$ cat config.mk
export PLATFORM = sky130hd
export DESIGN_NAME = lifo_stack_with_search_flat
export DESIGN_NICKNAME = d
export VERILOG_FILES = /design/src/rtl/lss_pkg.sv /design/src/rtl/lss_in_if.sv /design/src/rtl/lss_out_if.sv /design/src/rtl/lifo_stack_with_search.sv /design/src/rtl/lss_ctrl.sv /design/src/rtl/lss_dpath.sv /design/src/flat_wrapper.sv
export SDC_FILE = /design/constraint.sdc
export NUM_CORES = 1
export LEC_CHECK = 0
export ABC_AREA = 1
export BUFFER_PORTS_ARGS = -buffer_cell sky130_fd_sc_hd__buf_2
export CAP_MARGIN = 20
export CORE_MARGIN = 1
export CORE_UTILIZATION = 46
export CTS_BUF_LIST = sky130_fd_sc_hd__clkbuf_4 sky130_fd_sc_hd__clkbuf_8 sky130_fd_sc_hd__clkbuf_16
export DETAILED_ROUTE_END_ITERATION = 8
export PLACE_DENSITY = 0.68
export REMOVE_ABC_BUFFERS = 1
export SLEW_MARGIN = 15
export SYNTH_ARGS = -nofsm -noshare
export SYNTH_HDL_FRONTEND = slang
export SYNTH_SLANG_ARGS = --single-unit
$ cat constraint.sdc
create_clock -name clk -period 3.3 [get_ports clk]
set_clock_uncertainty 0.15 [all_clocks]
set_input_delay 0 -clock clk [delete_from_list [all_inputs] [get_ports clk]]
set_output_delay 0 -clock clk [all_outputs]
set_load 0.05 [all_outputs]
$ cat src/rtl/lss_pkg.sv
// Shared types, codes and command/status bundles for the LIFO stack with search.
`default_nettype none

package lss_pkg;

  localparam int OP_W   = 2;
  localparam int WORD_W = 32;
  localparam int STAT_W = 3;
  localparam int POS_W  = 5;

  typedef enum logic [OP_W-1:0] {
    OP_PUSH   = 2'd0,
    OP_POP    = 2'd1,
    OP_PEEK   = 2'd2,
    OP_SEARCH = 2'd3
  } op_e_t;

  typedef enum logic [STAT_W-1:0] {
    STAT_PUSHED   = 3'd0,
    STAT_FULL     = 3'd1,
    STAT_POPPED   = 3'd2,
    STAT_EMPTY    = 3'd3,
    STAT_TOP      = 3'd4,
    STAT_FOUND    = 3'd5,
    STAT_NOTFOUND = 3'd6
  } status_e_t;

  typedef enum logic [1:0] {
    WSEL_ZERO = 2'd0,
    WSEL_READ = 2'd1,
    WSEL_KEY  = 2'd2
  } wsel_e_t;

  typedef enum logic [1:0] {
    S_IDLE  = 2'd0,
    S_OP    = 2'd1,
    S_SCAN  = 2'd2,
    S_FLUSH = 2'd3
  } state_e_t;

  typedef struct packed {
    logic      load;
    logic      pos_init;
    logic      pos_adv;
    logic      push_wr;
    logic      pop;
    logic      emit;
    status_e_t emit_status;
    wsel_e_t   word_sel;
    logic      pos_pend;
    logic      emit_last;
    logic      pend_set;
    logic      pend_clr;
  } cmd_t;

  typedef struct packed {
    op_e_t op;
    logic  empty;
    logic  full;
    logic  match;
    logic  scan_end;
    logic  pend_valid;
    logic  slot_free;
  } sts_t;

endpackage

`default_nettype wire

$ cat src/rtl/lss_in_if.sv
// Input channel: one operation and its operand per beat.
`default_nettype none

interface lss_in_if;
  logic                             valid;
  logic                             ready;
  logic [lss_pkg::OP_W-1:0]         op;
  logic signed [lss_pkg::WORD_W-1:0] value;

  modport source (output valid, op, value, input ready);
  modport sink   (input valid, op, value, output ready);
endinterface

`default_nettype wire

$ cat src/rtl/lss_out_if.sv
// Result channel: one result item per beat.
`default_nettype none

interface lss_out_if;
  logic                              valid;
  logic                              ready;
  logic [lss_pkg::STAT_W-1:0]        status;
  logic signed [lss_pkg::WORD_W-1:0] word;
  logic [lss_pkg::POS_W-1:0]         position;
  logic                              last;

  modport source (output valid, status, word, position, last, input ready);
  modport sink   (input valid, status, word, position, last, output ready);
endinterface

`default_nettype wire

$ cat src/rtl/lifo_stack_with_search.sv
// Top level of the bounded LIFO stack with linear search.
//
//  channel | direction | beat carries
//  --------+-----------+---------------------------------------------
//  in_ch   | in        | op (push, pop, peek, search), value
//  out_ch  | out       | status, word, position, last
//
// An operation beat is taken only when the controller is idle; each beat then
// runs to its final result. Push, pop and peek are taken in the idle state and
// write their result into the result register from the operation state. Search
// visits one stored entry per cycle through the single memory read port while
// the result channel does not stall it; on an empty stack it reports not found
// from the operation state without a scan. The result register lets the block
// go on while a result waits; a stalled result channel holds the scan. Reset is
// synchronous and empties the stack.
`default_nettype none

module lifo_stack_with_search #(
  parameter int DEPTH = 16
) (
  input  wire logic clk,
  input  wire logic rst_n,
  lss_in_if.sink    in_ch,
  lss_out_if.source out_ch
);
  import lss_pkg::*;

  cmd_t cmd;
  sts_t sts;
  logic in_ready;

  assign in_ch.ready = in_ready;

  lss_ctrl u_ctrl (
    .clk      (clk),
    .rst_n    (rst_n),
    .in_valid (in_ch.valid),
    .in_ready (in_ready),
    .sts      (sts),
    .cmd      (cmd)
  );

  lss_dpath #(
    .DEPTH (DEPTH)
  ) u_dpath (
    .clk      (clk),
    .rst_n    (rst_n),
    .in_op    (in_ch.op),
    .in_value (in_ch.value),
    .cmd      (cmd),
    .sts      (sts),
    .out_ch   (out_ch)
  );

  // A new result must never overwrite one that has not yet left.
  a_emit_slot : assert property (@(posedge clk) disable iff (!rst_n)
    cmd.emit |-> sts.slot_free)
    else $error("result written over a waiting result");

  // A push that stores a word needs room in the stack.
  a_push_room : assert property (@(posedge clk) disable iff (!rst_n)
    cmd.push_wr |-> !sts.full)
    else $error("push written into a full stack");

  // A held match never survives into the next operation.
  a_pend_idle : assert property (@(posedge clk) disable iff (!rst_n)
    in_ready |-> !sts.pend_valid)
    else $error("held match left over when idle");

  // The controller ends every operation with one result marked last.
  a_last_idle : assert property (@(posedge clk) disable iff (!rst_n)
    (cmd.emit && cmd.emit_last) |=> in_ready)
    else $error("final result not followed by idle");

endmodule

`default_nettype wire

$ cat src/rtl/lss_ctrl.sv
// Controller state machine sequencing stack operations and the search scan.
`default_nettype none

module lss_ctrl (
  input  wire logic          clk,
  input  wire logic          rst_n,
  input  wire logic          in_valid,
  output logic               in_ready,
  input  wire lss_pkg::sts_t sts,
  output lss_pkg::cmd_t      cmd
);
  import lss_pkg::*;

  state_e_t state_r;
  state_e_t state_nxt;

  always_ff @(posedge clk) begin
    if (!rst_n) begin
      state_r <= S_IDLE;
    end else begin
      state_r <= state_nxt;
    end
  end

  always_comb begin
    state_nxt = state_r;
    cmd       = '0;
    in_ready  = 1'b0;
    unique case (state_r)
      S_IDLE: begin
        in_ready     = 1'b1;
        cmd.pos_init = 1'b1;
        if (in_valid) begin
          cmd.load  = 1'b1;
          state_nxt = S_OP;
        end
      end
      S_OP: begin
        cmd.emit_last = 1'b1;
        unique case (sts.op)
          OP_PUSH: begin
            if (sts.slot_free) begin
              cmd.emit = 1'b1;
              if (sts.full) begin
                cmd.emit_status = STAT_FULL;
              end else begin
                cmd.emit_status = STAT_PUSHED;
                cmd.push_wr     = 1'b1;
              end
              state_nxt = S_IDLE;
            end
          end
          OP_POP: begin
            if (sts.slot_free) begin
              cmd.emit = 1'b1;
              if (sts.empty) begin
                cmd.emit_status = STAT_EMPTY;
              end else begin
                cmd.emit_status = STAT_POPPED;
                cmd.word_sel    = WSEL_READ;
                cmd.pop         = 1'b1;
              end
              state_nxt = S_IDLE;
            end
          end
          OP_PEEK: begin
            if (sts.slot_free) begin
              cmd.emit = 1'b1;
              if (sts.empty) begin
                cmd.emit_status = STAT_EMPTY;
              end else begin
                cmd.emit_status = STAT_TOP;
                cmd.word_sel    = WSEL_READ;
              end
              state_nxt = S_IDLE;
            end
          end
          OP_SEARCH: begin
            cmd.pend_clr = 1'b1;
            if (sts.empty) begin
              if (sts.slot_free) begin
                cmd.emit        = 1'b1;
                cmd.emit_status = STAT_NOTFOUND;
                state_nxt       = S_IDLE;
              end
            end else begin
              state_nxt = S_SCAN;
            end
          end
        endcase
      end
      S_SCAN: begin
        // A match is held back until the next one, or the end of the scan,
        // shows whether it is the deepest.
        if (sts.match && sts.pend_valid) begin
          if (sts.slot_free) begin
            cmd.emit        = 1'b1;
            cmd.emit_status = STAT_FOUND;
            cmd.word_sel    = WSEL_KEY;
            cmd.pos_pend    = 1'b1;
            cmd.pend_set    = 1'b1;
            if (sts.scan_end) begin
              state_nxt = S_FLUSH;
            end else begin
              cmd.pos_adv = 1'b1;
            end
          end
        end else begin
          cmd.pend_set = sts.match;
          if (sts.scan_end) begin
            state_nxt = S_FLUSH;
          end else begin
            cmd.pos_adv = 1'b1;
          end
        end
      end
      S_FLUSH: begin
        if (sts.slot_free) begin
          cmd.emit      = 1'b1;
          cmd.emit_last = 1'b1;
          cmd.pend_clr  = 1'b1;
          if (sts.pend_valid) begin
            cmd.emit_status = STAT_FOUND;
            cmd.word_sel    = WSEL_KEY;
            cmd.pos_pend    = 1'b1;
          end else begin
            cmd.emit_status = STAT_NOTFOUND;
          end
          state_nxt = S_IDLE;
        end
      end
    endcase
  end

endmodule

`default_nettype wire

$ cat src/rtl/lss_dpath.sv
// Datapath: entry memory, fill count, scan position, held match and result register.
`default_nettype none

module lss_dpath #(
  parameter int DEPTH = 16
) (
  input  wire logic                               clk,
  input  wire logic                               rst_n,
  input  wire logic [lss_pkg::OP_W-1:0]           in_op,
  input  wire logic signed [lss_pkg::WORD_W-1:0]  in_value,
  input  wire lss_pkg::cmd_t                      cmd,
  output lss_pkg::sts_t                           sts,
  lss_out_if.source                               out_ch
);
  import lss_pkg::*;

  localparam int AW = (DEPTH > 1) ? $clog2(DEPTH) : 1;
  localparam int CW = $clog2(DEPTH + 1);
  localparam int PW = $clog2(DEPTH + 2);

  logic signed [WORD_W-1:0] mem [DEPTH];
  logic signed [WORD_W-1:0] rd_data_r;
  logic [AW-1:0]            rd_addr;

  logic [CW-1:0]            cnt_r;
  logic [CW-1:0]            cnt_nxt;
  logic [PW-1:0]            pos_r;
  logic [PW-1:0]            pos_nxt;
  logic [PW-1:0]            pend_pos_r;
  logic                     pend_valid_r;
  logic                     pend_valid_nxt;
  op_e_t                    op_r;
  logic signed [WORD_W-1:0] key_r;

  logic                     out_valid_r;
  logic                     out_valid_nxt;
  logic [STAT_W-1:0]        out_status_r;
  logic signed [WORD_W-1:0] out_word_r;
  logic signed [WORD_W-1:0] word_mux;
  logic [POS_W-1:0]         out_pos_r;
  logic                     out_last_r;

  always_comb begin
    priority if (cmd.pos_init) begin
      pos_nxt = PW'(1);
    end else if (cmd.pos_adv) begin
      pos_nxt = pos_r + PW'(1);
    end else begin
      pos_nxt = pos_r;
    end
  end

  // The read data always shows the entry at the scan position counted from the top.
  always_comb begin
    logic [PW-1:0] diff;
    diff    = PW'(cnt_r) - pos_nxt;
    rd_addr = diff[AW-1:0];
  end

  always_ff @(posedge clk) begin
    if (cmd.push_wr) begin
      mem[cnt_r[AW-1:0]] <= key_r;
    end
    rd_data_r <= mem[rd_addr];
  end

  always_comb begin
    cnt_nxt = cnt_r;
    if (cmd.push_wr) begin
      cnt_nxt = cnt_r + CW'(1);
    end else if (cmd.pop) begin
      cnt_nxt = cnt_r - CW'(1);
    end
  end

  always_comb begin
    pend_valid_nxt = pend_valid_r;
    if (cmd.pend_clr) begin
      pend_valid_nxt = 1'b0;
    end
    if (cmd.pend_set) begin
      pend_valid_nxt = 1'b1;
    end
  end

  assign out_valid_nxt = cmd.emit ? 1'b1 : (out_ch.ready ? 1'b0 : out_valid_r);

  always_ff @(posedge clk) begin
    if (!rst_n) begin
      cnt_r        <= '0;
      pend_valid_r <= 1'b0;
      out_valid_r  <= 1'b0;
    end else begin
      cnt_r        <= cnt_nxt;
      pend_valid_r <= pend_valid_nxt;
      out_valid_r  <= out_valid_nxt;
    end
  end

  always_comb begin
    unique case (cmd.word_sel)
      WSEL_READ: word_mux = rd_data_r;
      WSEL_KEY:  word_mux = key_r;
      default:   word_mux = '0;
    endcase
  end

  always_ff @(posedge clk) begin
    pos_r <= pos_nxt;
    if (cmd.load) begin
      op_r  <= op_e_t'(in_op);
      key_r <= in_value;
    end
    if (cmd.pend_set) begin
      pend_pos_r <= pos_r;
    end
    if (cmd.emit) begin
      out_status_r <= cmd.emit_status;
      out_word_r   <= word_mux;
      out_pos_r    <= cmd.pos_pend ? POS_W'(pend_pos_r) : '0;
      out_last_r   <= cmd.emit_last;
    end
  end

  assign out_ch.valid    = out_valid_r;
  assign out_ch.status   = out_status_r;
  assign out_ch.word     = out_word_r;
  assign out_ch.position = out_pos_r;
  assign out_ch.last     = out_last_r;

  assign sts.op         = op_r;
  assign sts.empty      = (cnt_r == '0);
  assign sts.full       = (cnt_r == CW'(DEPTH));
  assign sts.match      = (rd_data_r == key_r);
  assign sts.scan_end   = (pos_r == PW'(cnt_r));
  assign sts.pend_valid = pend_valid_r;
  assign sts.slot_free  = !out_valid_r || out_ch.ready;

endmodule

`default_nettype wire

$ cat src/flat_wrapper.sv
// flat-port wrapper written by rule: the top's interface ports become plain ports
module lifo_stack_with_search_flat import lss_pkg::*;
#(
  parameter int DEPTH = 16
)
  (clk, rst_n, in_ch_valid, in_ch_op, in_ch_value, in_ch_ready, out_ch_valid, out_ch_status, out_ch_word, out_ch_position, out_ch_last, out_ch_ready);
  lss_in_if in_ch_i ();
  lss_out_if out_ch_i ();
  input  wire logic clk;
  input  wire logic rst_n;
  input wire logic [$bits(in_ch_i.valid)-1:0] in_ch_valid;
  input wire logic [$bits(in_ch_i.op)-1:0] in_ch_op;
  input wire logic [$bits(in_ch_i.value)-1:0] in_ch_value;
  output wire logic [$bits(in_ch_i.ready)-1:0] in_ch_ready;
  output wire logic [$bits(out_ch_i.valid)-1:0] out_ch_valid;
  output wire logic [$bits(out_ch_i.status)-1:0] out_ch_status;
  output wire logic [$bits(out_ch_i.word)-1:0] out_ch_word;
  output wire logic [$bits(out_ch_i.position)-1:0] out_ch_position;
  output wire logic [$bits(out_ch_i.last)-1:0] out_ch_last;
  input wire logic [$bits(out_ch_i.ready)-1:0] out_ch_ready;
  assign in_ch_i.valid = in_ch_valid;
  assign in_ch_i.op = in_ch_op;
  assign in_ch_i.value = in_ch_value;
  assign in_ch_ready = in_ch_i.ready;
  assign out_ch_valid = out_ch_i.valid;
  assign out_ch_status = out_ch_i.status;
  assign out_ch_word = out_ch_i.word;
  assign out_ch_position = out_ch_i.position;
  assign out_ch_last = out_ch_i.last;
  assign out_ch_i.ready = out_ch_ready;
  lifo_stack_with_search #(.DEPTH(DEPTH)) u_core (.clk(clk), .rst_n(rst_n), .in_ch(in_ch_i), .out_ch(out_ch_i));
endmodule
# [After elaboration in Yosys (flattened, before gate mapping)]
# Memories as Yosys holds them, arrays and structs flattened. A register that Yosys moved wholly into a read port is not among the register bits.
# Cells that the tools add are included.
[word_totals] mem_count=1 ramBits=512 word_cells=97 reg_bits=94
[memory_table] memory="u_core.u_dpath.mem" depth=16 width=32 rd=1 rd_ports_with_merged_regs=1 wr=1 line_no="lss_dpath.sv:21" source="logic signed [WORD_W-1:0] mem [DEPTH];"
[op_classes] eq_ne=13 addsub=4 n_mux=56 n_reduce_logical=11
[ops] operator="$pmux 32 s2" count=1
[ops] operator="$eq 32x32->1" count=1
[ops] operator="$mux 1" count=24
[ops] operator="$mux 7" count=3
[ops] operator="$mux 5" count=4
[ops] operator="$mux 2" count=9
[ops] operator="$pmux 6 s3" count=1
[ops] operator="$pmux 4 s4" count=1
[ops] operator="$mux 4" count=3
[ops] operator="$add 5x1->5 const B" count=2
[ops] operator="$eq 2x2->1 const B" count=5
[ops] operator="$mux 8" count=1
[ops] operator="$pmux 2 s2" count=2
[ops] operator="$pmux 2 s4" count=1
[ops] operator="$eq 2x1->1 const B" count=3
[ops] operator="$mux 3" count=2
[ops] operator="$mux 6" count=1
[ops] operator="$pmux 1 s2" count=3
[ops] operator="$reduce_bool 2->1" count=3
[ops] operator="$eq 5x5->1" count=1
[ops] operator="$eq 5x5->1 const B" count=1
[ops] operator="$logic_not 5->1" count=1
[ops] operator="$sub 5x1->5 const B" count=1
[ops] operator="$logic_not 2->1" count=2
[ops] operator="8 further kinds" count=8

# [Logic depth before layout (Yosys ltp)]
# Gate-level depths: netlist (run 1).
[logic_depth] depth_word=8 depth_mapped=23 ltp_nobuf=22

# [By module]
# From an unflattened synthesis (run 1), not the netlist that was laid out.
[unflattened] hier_cells=2298 area_unflattened_um2=26113.8
[by_module_without_submodules] module="lss_dpath" cells_each=2226 area_per_inst_um2=25672.1 instances=1
[by_module_without_submodules] module="lss_ctrl" cells_each=72 area_per_inst_um2=441.7 instances=1

# [Worst setup path after synthesis (run 1)]
# OpenSTA, ideal clock, no wires.
[synth_timing] path_type="register -> register" startpoint="register u_core.u_ctrl.state_r[0]" endpoint="register u_core.u_dpath.key_r[0], enable pin" arrival_ps=3013 path_stages_with_launch=4 path_buffers=0 required_time_ps=2725 setup_slack_ps=-288 setup_ps=425 cell_sequence="dfxtp_1 -> nor2_1 -> inv_1 -> nor2_1"
[synth_lines] item="start, declared" line_no="lss_ctrl.sv:14" source="state_e_t state_r;"
[synth_lines] item="start signal, assigned" line_no="lss_ctrl.sv:21" source="state_r <= state_nxt;"
[synth_lines] item="end signal, assigned" line_no="lss_dpath.sv:112" source="key_r <= in_value;"
[synth_lines] item="end, declared" line_no="lss_dpath.sv:33" source="logic signed [WORD_W-1:0] key_r;"

# [Worst setup path after layout (run 1)]
[layout_timing] startpoint="register u_core.u_dpath.key_r[20]" endpoint="register u_core.u_dpath.rd_data_r[12], read port of u_core.u_dpath.mem"
[layout_between] elab_chain_cells=7
[layout_rtl] item="$eq 32x32->1" line_no="lss_dpath.sv:134" source="assign sts.match = (rd_data_r == key_r);"
[layout_rtl] item="$logic_and 1x1->1" line_no="lss_ctrl.sv:95" source="if (sts.match && sts.pend_valid) begin"
[layout_rtl] item="$mux 1" line_no="lss_ctrl.sv:95"
[layout_rtl] item="$mux 1" line_no="lss_ctrl.sv:29" source="unique case (state_r)"
[layout_rtl] item="$mux 5" line_no="lss_dpath.sv:46" source="end else if (cmd.pos_adv) begin"
[layout_rtl] item="$mux 5" line_no="lss_dpath.sv:44" source="priority if (cmd.pos_init) begin"
[layout_rtl] item="via u_core.u_dpath.pos_nxt[0]" line_no="lss_dpath.sv:28" source="logic [PW-1:0] pos_nxt;"
[layout_rtl] item="$sub 4x4->4" line_no="lss_dpath.sv:56" source="diff = PW'(cnt_r) - pos_nxt;"
[layout_rtl] item="end, declared" line_no="lss_dpath.sv:22" source="logic signed [WORD_W-1:0] rd_data_r;"
# The timed path passes the listed nets, and every way through them passes these cells.
# A chain may end at the register's enable or synchronous reset.

==> results.cfg, run 1 <==
[worst_setup_path]
required_ns = 3.70
cp.arrival_ns = 4.06
r2r_cells = 19
critPathLaunch = u_core.u_dpath.key_r[20]
critPathMaxFanout = 15
r2r_end = u_core.u_dpath.rd_data_r[12]
critPathKind = register to register
start_kind = register
r2r_start = u_core.u_dpath.key_r[20]
crit_path_end_kind = register
r2r_slack_ns = -0.36

[worst_hold_path]
holdPathEnd = u_core.u_dpath.key_r[7]
holdPathStages = 2
min_from = in_ch_value[7]
hp-class = input pin to register

[cells_and_area]
post-route-util_pct = 58.8
fillers = 4292
drive_gt1_share_pct = 23.4
register_area_mm2 = 0.0187
final_nets = 2392
diodes = 0
area_delta_synth_final_pct = 26.3
multi_input_area_mm2 = 0.00652

[synth]
synth_ff_type = edfxtp_1
ys_seq_area_share_pct = 72.8
avgSynthCellArea_um2 = 12.7
syn_inst = 2027
synth_async_sr_flop_share_pct = 0
netlist_area_mm2 = 0.0257
ys_warn_count = 0
ys_types = 38
ys_ff_latch = 638
synth_edf_count = 592

[timing]
fin_crit_sh_pct = 111
setup_tns_ns = -9.85
timing.final.max_slew_violations = 0
timing.final.hold_violations = 0
setup_viol = 32
rsz0062_at_grt = yes
tightest_slew_ns = 0.727
setup_ws_ns = -0.362
fmax_mhz = 273
min_period_ns = 3.66
maxSlewHeadroom_pct = 51.4

[floorplanning]
io_pins = 81
die_y_um = 238
initial_utilization_pct = 46.6
core.rowCount = 86
die_w_um = 238
design.die.area_mm2 = 0.0567
core_area_mm2 = 0.0551

[place]
hpwl_um = 37800
portBuffers = 80
gp_congestion = 0.851

[clocking]
clk_path_buf_depth = 3
cts_tree = yes
cts_buffers = 68
clock_latency_ns = 0.61
cts.htree.levels = 3
clkTransAtPathRegs_ns = 0.06
cts_sinks = 638
root_buffer = clkbuf_16

[grt]
grt_pass1_vias = 17300
grt_first_pass_wirelength_um = 104000
grt_use_total_pct = 24.8
antenna_found_initial = 0
grt_max_degree = 72
grt_overflow = 0

[flow_run]
max-cap-violations = 0

[detailed_routing]
wl_per_cell_um = 22.5
drt-initial-drc-count = 2084
wl_um = 70600
ant_nets = 0
drt-vias-per-instance = 5.65
vias = 17700
dr.pass1.iters = 6
drc_errors = 0

[power_and_ir_drop]
ir_drop_uv = 467
pwr_density_cell_mw_per_mm2 = 751
cellLeakagePower_nw = 11.5
power_mw = 24.4

[status]
status = finished, violations left
violations = setup timing
-- layout by cell type, fill, tap and decap left out, drive strengths merged --
cell type | Yosys | routed
edfxtp | 592 | 592
nand2 | 469 | 469
buf | 35 | 285
o21ai | 205 | 205
nor2 | 182 | 182
a21oi | 109 | 109
clkbuf | 79 | 90
inv | 70 | 76
dlygate4sd3 | 0 | 69
o22ai | 65 | 65
a32o | 64 | 64
nand3 | 51 | 51
dfxtp | 46 | 46
xnor2 | 27 | 27
clkinv | 1 | 24
ha | 14 | 14
bufinv | 0 | 5
clkinvlp | 0 | 4
nand4 | 4 | 4
xor2 | 3 | 3
fa | 2 | 2
or2 | 1 | 1
a211oi | 1 | 1
o221ai | 1 | 1
and2 | 1 | 1
o211ai | 1 | 1
nor4 | 1 | 1
-- state kept, by name, summed over array words and instances (netlist names) --
name and count:
u_core.u_dpath.mem 512, u_core.u_dpath.key_r 32, u_core.u_dpath.cnt_r 5, u_core.u_ctrl.state_r 2, u_core.u_dpath.out_ch.status 3, u_core.u_dpath.pend_valid_r 1, u_core.u_dpath.out_ch.word 32, u_core.u_dpath.pend_pos_r 5
u_core.u_dpath.out_ch.valid 1, u_core.u_dpath.out_ch.position 5, u_core.u_dpath.op_r 2, u_core.u_dpath.pos_r 5, u_core.u_dpath.rd_data_r 32, u_core.u_dpath.out_ch.last 1
-- layout make-up --
class,count,area share (%)
clock inverter,36,1.04
multi-input combinational,1201,20.1
timing repair inverter,2,0.127
timing repair buffer,356,11.3
clock buffer,88,5.93
sequential,638,57.7
inverter,71,0.934
tap,748,2.89
-- worst max path at each step --
stage | to | depth (start not counted)
after floorplan | u_core.u_dpath.rd_data_r[30] | 16
after global placement | u_core.u_dpath.rd_data_r[25] | 21
after detailed placement | u_core.u_dpath.rd_data_r[12] | 21
after CTS | u_core.u_dpath.rd_data_r[23] | 23
after global routing | u_core.u_dpath.rd_data_r[23] | 23
final | u_core.u_dpath.rd_data_r[12] | 19
-- synthesized netlist by cell type, drive strengths merged, types with 2 or more instances --
cell type	instances	share of area (%)
edfxtp	592	69
nand2	469	7.7
o21ai	205	4.0
nor2	182	2.7
a21oi	109	2.1
clkbuf	79	1.2
inv	70	1.0
o22ai	65	1.6
a32o	64	2.5
nand3	51	1.1
dfxtp	46	3.6
buf	35	0.85
xnor2	27	0.92
ha	14	0.68
nand4	4	0.16
clkdlybuf4s50	3	0.13
xor2	3	0.10
fa	2	0.16
-- where the power goes --
part | leakage, nW | internal, mW | total, mW | switching [mW]
logic | 4.67 | 2.94 | 7.02 | 4.08
registers | 5.75 | 9.38 | 9.64 | 0.266
clock network | 1.12 | 4.54 | 7.68 | 3.15
total | 11.5 | 16.9 | 24.4 | 7.49
-- cell families (layout without fill, tap and decap cells) --
group	after synthesis	after routing	share of synthesized area [%]
simple gates	709	709	11.8
buf+inv	188	553	3.23
fa+ha+maj	16	16	0.838
compound gates	446	446	10.3
xor+xnor	30	30	1.02
flops	638	638	72.8
-- what timing repair did --
item / in CTS / in global routing
cloned: 9 / 3
hold buffers: 69 / 0
setup endpoints to repair: 32 / 107
endpoints found under the hold margin: 57 / 0
pin swaps: 34 / 40
setup buffers: 15 / 5
gates resized for setup: 114 / 57
-- critical path: stages (launching register included) --
cell       delay [ns]
edfxtp_1         0.46
xnor2_1          0.18
nand2_1          0.14
nor2_4           0.15
nand2_2          0.08
nor2_4           0.19
nand4_4          0.13
nand2_4          0.11
a21oi_2          0.07
o21ai_4          0.09
ha_4             0.16
inv_4            0.03
fa_2             0.56
buf_12           0.19
clkinv_16        0.10
buf_16           0.17
a32o_2           0.28
o21ai_2          0.16
nand3_2          0.10
nand2_2          0.07
-- per-layer routing --
metal  vias to the layer above  part of all wire (%)  track usage [%]
met5                         -                     0                0
met4                         0                   3.7             9.48
met3                       182                   8.8             3.86
met2                       889                    48             40.7
met1                      8707                    39             33.4
li1                       7953                     -                -
-- per-stage QoR --
stage	cells	instance area [um2]	setup WS (ns)	hold WS (ns)
after detailed placement	2915	28600	-0.676	0.0281
final	3140	32400	-0.362	0.0349
after floorplan	1910	25100	-8.64	-0.0511
after CTS	3132	32200	-0.358	0.000652
after global routing	3140	32400	-0.573	0.0284
after global placement	2915	28600	-0.554	0.0282
(Power assumes the default switching activity.)
==> inputs of run 2 (changes only) <==
- PLACE_DENSITY: 0.68 -> 0.66
- clock period: 3.3 -> 4.37 ns (I/O delays scaled with it)
==> run 2 against run 1 <==
  * The run now ends clean
  * Setup slack better by 0.69 ns
  * Register-to-register slack better by 0.69 ns
  * Critical path depth unchanged
  * Combinational power decreased by 44%
  * Hold slack worse by 0.028 ns
  * Global-route usage decreased by 1.8 points
  * Sequential power down 24%
  * Non-clock buffer count decreased by 122
  * Largest power group unchanged
==> results.cfg, run 2 (same netlist as run 1, synthesis figures left out) <==
[status]
status = completed

[cells_and_area]
area_delta_synth_final_pct = 18.2
final_common_cell = edfxtp_1
largest_reg_flops = 512
multi_input_area_mm2 = 0.00630
final_cell_mix = edfxtp_1, nand2_1, o21ai_0, nor2_1, a21oi_1
final_area_mm2 = 0.0303
stdcell_count = 3010
fillers = 4522
register_area_mm2 = 0.0187
final_nets = 2266
diodes = 0
drive_gt1_share_pct = 17.0

[worst_setup_path]
cp.arrival_ns = 4.43
start_kind = register
critPathKind = register to register
required_ns = 4.76
crit_path_max_incr_delay_ns = 0.61
slowest_stage = fa_2
crit_path_end_kind = register
r2r_slack_ns = 0.32
critPathMaxFanout = 48
path_cells = xnor2_1, nand2_1, nor2_1, nand2_1, nor2_4, nand4_4, nand2_4, inv_1, nor2_1, nor2_1, o21ai_0, fa_2, inv_4, buf_12, a21oi_1, a32o_1, o21ai_0, nand3_1, nand2_2
critPathMostFrequentCell = nor2_1

[timing]
timing.final.hold_violations = 0
rsz0062_at_grt = no
maxSlewHeadroom_pct = 42.9
tightest_slew_ns = 0.856
fmax_mhz = 247
timing.final.max_slew_violations = 0
setup_viol = 0
fin_crit_sh_pct = 92.6
setup_tns_ns = 0
min_period_ns = 4.05

[worst_hold_path]
hp-class = input pin to register

[place]
hpwl_um = 34500
gp_congestion = 0.785
dp.cells = 2825
dpl-instance-area_mm2 = 0.0275
portBuffers = 80

[floorplanning]
die_w_um = 238
core.rowCount = 86
die_y_um = 238
io_pins = 81
design.die.area_mm2 = 0.0567
initial_utilization_pct = 46.6
core_area_mm2 = 0.0551

[clocking]
cts_tree = yes
cts_sinks = 638
root_buffer = clkbuf_16
ctsHoldBuffers = 67
post-cts-setup-buffers = 0
clk_path_buf_depth = 3
ctsResizeCount = 0
clock_latency_ns = 0.60
cts.htree.levels = 3
cts_buffers = 66
clkTransAtPathRegs_ns = 0.06

[grt]
antenna_found_initial = 0
grt_overflow = 0
grt_first_pass_wirelength_um = 97400
grt_use_total_pct = 23.0
grt_pass1_vias = 16400
grt_max_degree = 93

[power_and_ir_drop]
pwr_density_cell_mw_per_mm2 = 555
power_mw = 16.8
ir_drop_uv = 338
cellLeakagePower_nw = 10.5

[detailed_routing]
wl_per_cell_um = 21.7
drt-vias-per-instance = 5.65
vias = 17000
wl_um = 65200
drt-initial-drc-count = 2118
ant_nets = 0
dr.pass1.iters = 5
drc_errors = 0

[flow_run]
max-cap-violations = 0
==> run 2: cell count changes in the layout (fill, tap and decap cells not counted), sizes merged <==
cell	before	now
dlygate4sd3	69	67
buf	285	167
clkbuf	90	88
clkinv	24	19
bufinv	5	6
clkinvlp	4	3
inv	76	73
==> run 2: area by class of cell <==
class	instances	area share [%]
multi-input cells	1201	20.8
clock inverters	30	1.03
well taps	748	3.09
flip-flops and latches	638	61.7
repair buffers	234	6.39
clock buffers	88	6.13
inverters	71	0.945
==> run 2: where the power goes <==
group	internal, mW	leakage [nW]	switching, mW
Clock	3.36	1.09	2.26
Combinational	1.35	3.71	2.58
Sequential	7.08	5.75	0.216
Total	11.8	10.5	5.05
==> run 2: through the flow <==
stage	hold slack (ns)	worst slack, ns	utilization [%]
floorplan	-0.0511	-7.57	-
global placement	0.0265	0.365	49.9
detailed placement	0.0281	0.299	49.9
CTS	0.00142	0.262	55.0
global route	0.0210	0.0647	55.0
finish	0.00709	0.324	55.0
==> run 2: path summary, 6_finish.rpt <==
| check | endpoint | cells past startpoint | from |
|---|---|---|---|
| setup reg to reg | u_core.u_dpath.rd_data_r[16] | 19 | u_core.u_dpath.key_r[5] |
| setup / recovery | u_core.u_dpath.rd_data_r[16] | 19 | u_core.u_dpath.key_r[5] |
| hold / removal | u_core.u_dpath.key_r[17] | 2 | in_ch_value[17] |
| hold reg to reg | u_core.u_dpath.cnt_r[4] | 2 | u_core.u_dpath.cnt_r[4] |
==> run 2: critical path: cells and delay by family (launching register included) <==
family | cells | cell delay (ns)
AO/OA/AOI/OAI | 4 | 0.69
XOR/XNOR | 1 | 0.30
adder cells (fa/ha/maj) | 1 | 0.61
buffers and inverters | 3 | 0.55
flip-flops | 1 | 0.41
AND/OR/NAND/NOR | 10 | 1.23
==> run 2: per-layer routing <==
layer	part of all wire, %	track usage (%)	vias up
met5	0	0	-
met4	3.0	8.97	0
met3	7.6	3.22	139
met2	47	36.9	730
met1	42	31.8	8451
li1	-	-	7681
==> inputs of run 3 (changes only) <==
- CORE_UTILIZATION: 46 -> 50
- PLACE_DENSITY: 0.66 -> 0.7
- clock period: 4.37 -> 3.8 ns (I/O delays scaled with it)
==> run 3 against run 2 <==
  * Cell count fell by 0.37%
  * Sequential power rose by 15%
  * Clock-buffer cell count rose by 7
  * Via count rose by 2.0%
  * Routed wire length rose by 4.4%
  * Critical path depth rose by 2
  * Sequential cell count did not move
  * Combinational power rose by 43%
  * Non-clock buffer count rose by 60
  * Largest cell class unchanged
  * Fmax rose by 7.3%
  * Power rose by 21%
==> results.cfg, run 3 (same netlist as run 1, synthesis figures left out) <==
[clocking]
clkTransAtPathRegs_ns = 0.06
cts.htree.levels = 3
cts_tree = yes
cts_buffers = 67
clk_path_buf_depth = 3
root_buffer = clkbuf_16
clock_latency_ns = 0.61
cts_sinks = 638

[place]
gp_congestion = 0.849
hpwl_um = 35500
dpl-instance-area_mm2 = 0.0278
dp.cells = 2773
portBuffers = 80

[status]
status = completed

[floorplanning]
io_pins = 81
design.die.area_mm2 = 0.0522
core.rowCount = 82
die_y_um = 229
core_area_mm2 = 0.0504
die_w_um = 229
initial_utilization_pct = 51.0

[timing]
min_period_ns = 3.77
tightest_slew_ns = 0.678
rsz0062_at_grt = yes
setup_tns_ns = 0
maxSlewHeadroom_pct = 54.7
fmax_mhz = 265
setup_viol = 0
fin_crit_sh_pct = 99.2
timing.final.hold_violations = 0
whs_ns = 0.0312
timing.final.max_slew_violations = 0

[cells_and_area]
final_area_mm2 = 0.0313
final_cell_mix = edfxtp_1, nand2_1, nor2_1, o21ai_0, a21oi_1
drive_gt1_share_pct = 19.9
area_delta_synth_final_pct = 22.1
final_nets = 2330
final_common_cell = edfxtp_1
largest_reg_flops = 512
stdcell_count = 2999

[detailed_routing]
drt-vias-per-instance = 5.78
vias = 17300
ant_nets = 0
dr.pass1.iters = 5
wl_um = 68100
drc_errors = 0
wl_per_cell_um = 22.7
drt-initial-drc-count = 2078

[worst_setup_path]
crit_path_end_kind = register
required_ns = 4.18
critPathMaxFanout = 6
cp.arrival_ns = 4.15
start_kind = register
critPathKind = register to register

[power_and_ir_drop]
pwr_density_cell_mw_per_mm2 = 652
power_mw = 20.4
cellLeakagePower_nw = 11.1
ir_drop_uv = 384

[worst_hold_path]
hp-class = input pin to register

[grt]
antenna_found_initial = 0
grt_first_pass_wirelength_um = 97800
grt_pass1_vias = 16700
grt_use_total_pct = 24.9
grt_max_degree = 106
grt_overflow = 0

[flow_run]
max-cap-violations = 0
## run 3: cell type report
class                           instances  area, um2
Clock buffer                           95       1920
Timing Repair Buffer                  294       2910
Fill cell                            3652      19000
Antenna cell                            1       2.50
Timing Repair inverter                  2       27.5
Inverter                               71        310
Sequential cell                       638      18700
Tap cell                              672        841
Clock inverter                         24        236
Multi-Input combinational cell       1202       6390
## run 3: power by group
part	internal, mW	switching, mW
Sequential	8.14	0.238
Combinational	2.19	3.43
Clock	3.81	2.62
## run 3: stage by stage
stage / utilization (%) / worst slack [ns]
6_report: 62.2 / 0.0300
3_5_place_dp: 55.1 / -0.130
3_3_place_gp: 55.1 / -0.104
5_1_grt: 62.2 / -0.111
2_1_floorplan: - / -8.14
4_1_cts: 61.0 / 0.00840
## run 3: layer usage
metal	GRT usage [%]	share of wire, %	vias to the layer above
met5	0	0	-
met4	11.3	3.6	0
met3	4.80	9.2	154
met2	40.0	48	883
met1	32.9	39	8493
li1	-	-	7806
## run 3: worst max-delay path, stage by stage, from the launching register on
cell and delay, ns:
edfxtp_1 0.40, xnor2_1 0.36, nand2_1 0.11, nor2_1 0.10
nand2_1 0.10, nor2_4 0.14, nand4_4 0.11, nand2_4 0.14
a21oi_2 0.06, o21ai_2 0.13, ha_4 0.17, inv_2 0.04
fa_2 0.57, buf_12 0.20, buf_6 0.14, clkbuf_16 0.15
o21ai_0 0.12, o22ai_1 0.18, nand2_1 0.07, o21ai_0 0.11
nand2_2 0.09, nand2_2 0.05
## run 3: path summary, 6_finish.rpt
| path | from | endpoint | slack (ns) | cells after the start |
|---|---|---|---|---|
| setup / recovery | u_core.u_dpath.key_r[13] | u_core.u_dpath.rd_data_r[6] | 0.03 | 21 |
| hold / removal | in_ch_value[6] | u_core.u_dpath.key_r[6] | 0.03 | 2 |
| setup reg to reg | u_core.u_dpath.key_r[13] | u_core.u_dpath.rd_data_r[6] | 0.03 | 21 |
| hold reg to reg | u_core.u_dpath.pos_r[4] | u_core.u_dpath.pos_r[4] | 0.37 | 2 |
## run 3: timing repair
| action | 4_1_cts | 5_1_grt |
|---|---|---|
| pin swaps | 1 | 27 |
| hold buffers | 68 | 0 |
| gates resized for setup | 12 | 83 |
| endpoints found under the hold margin | 58 | 0 |
| cloned | 2 | 18 |
| setup buffers | 3 | 15 |
| setup endpoints to repair | 32 | 32 |
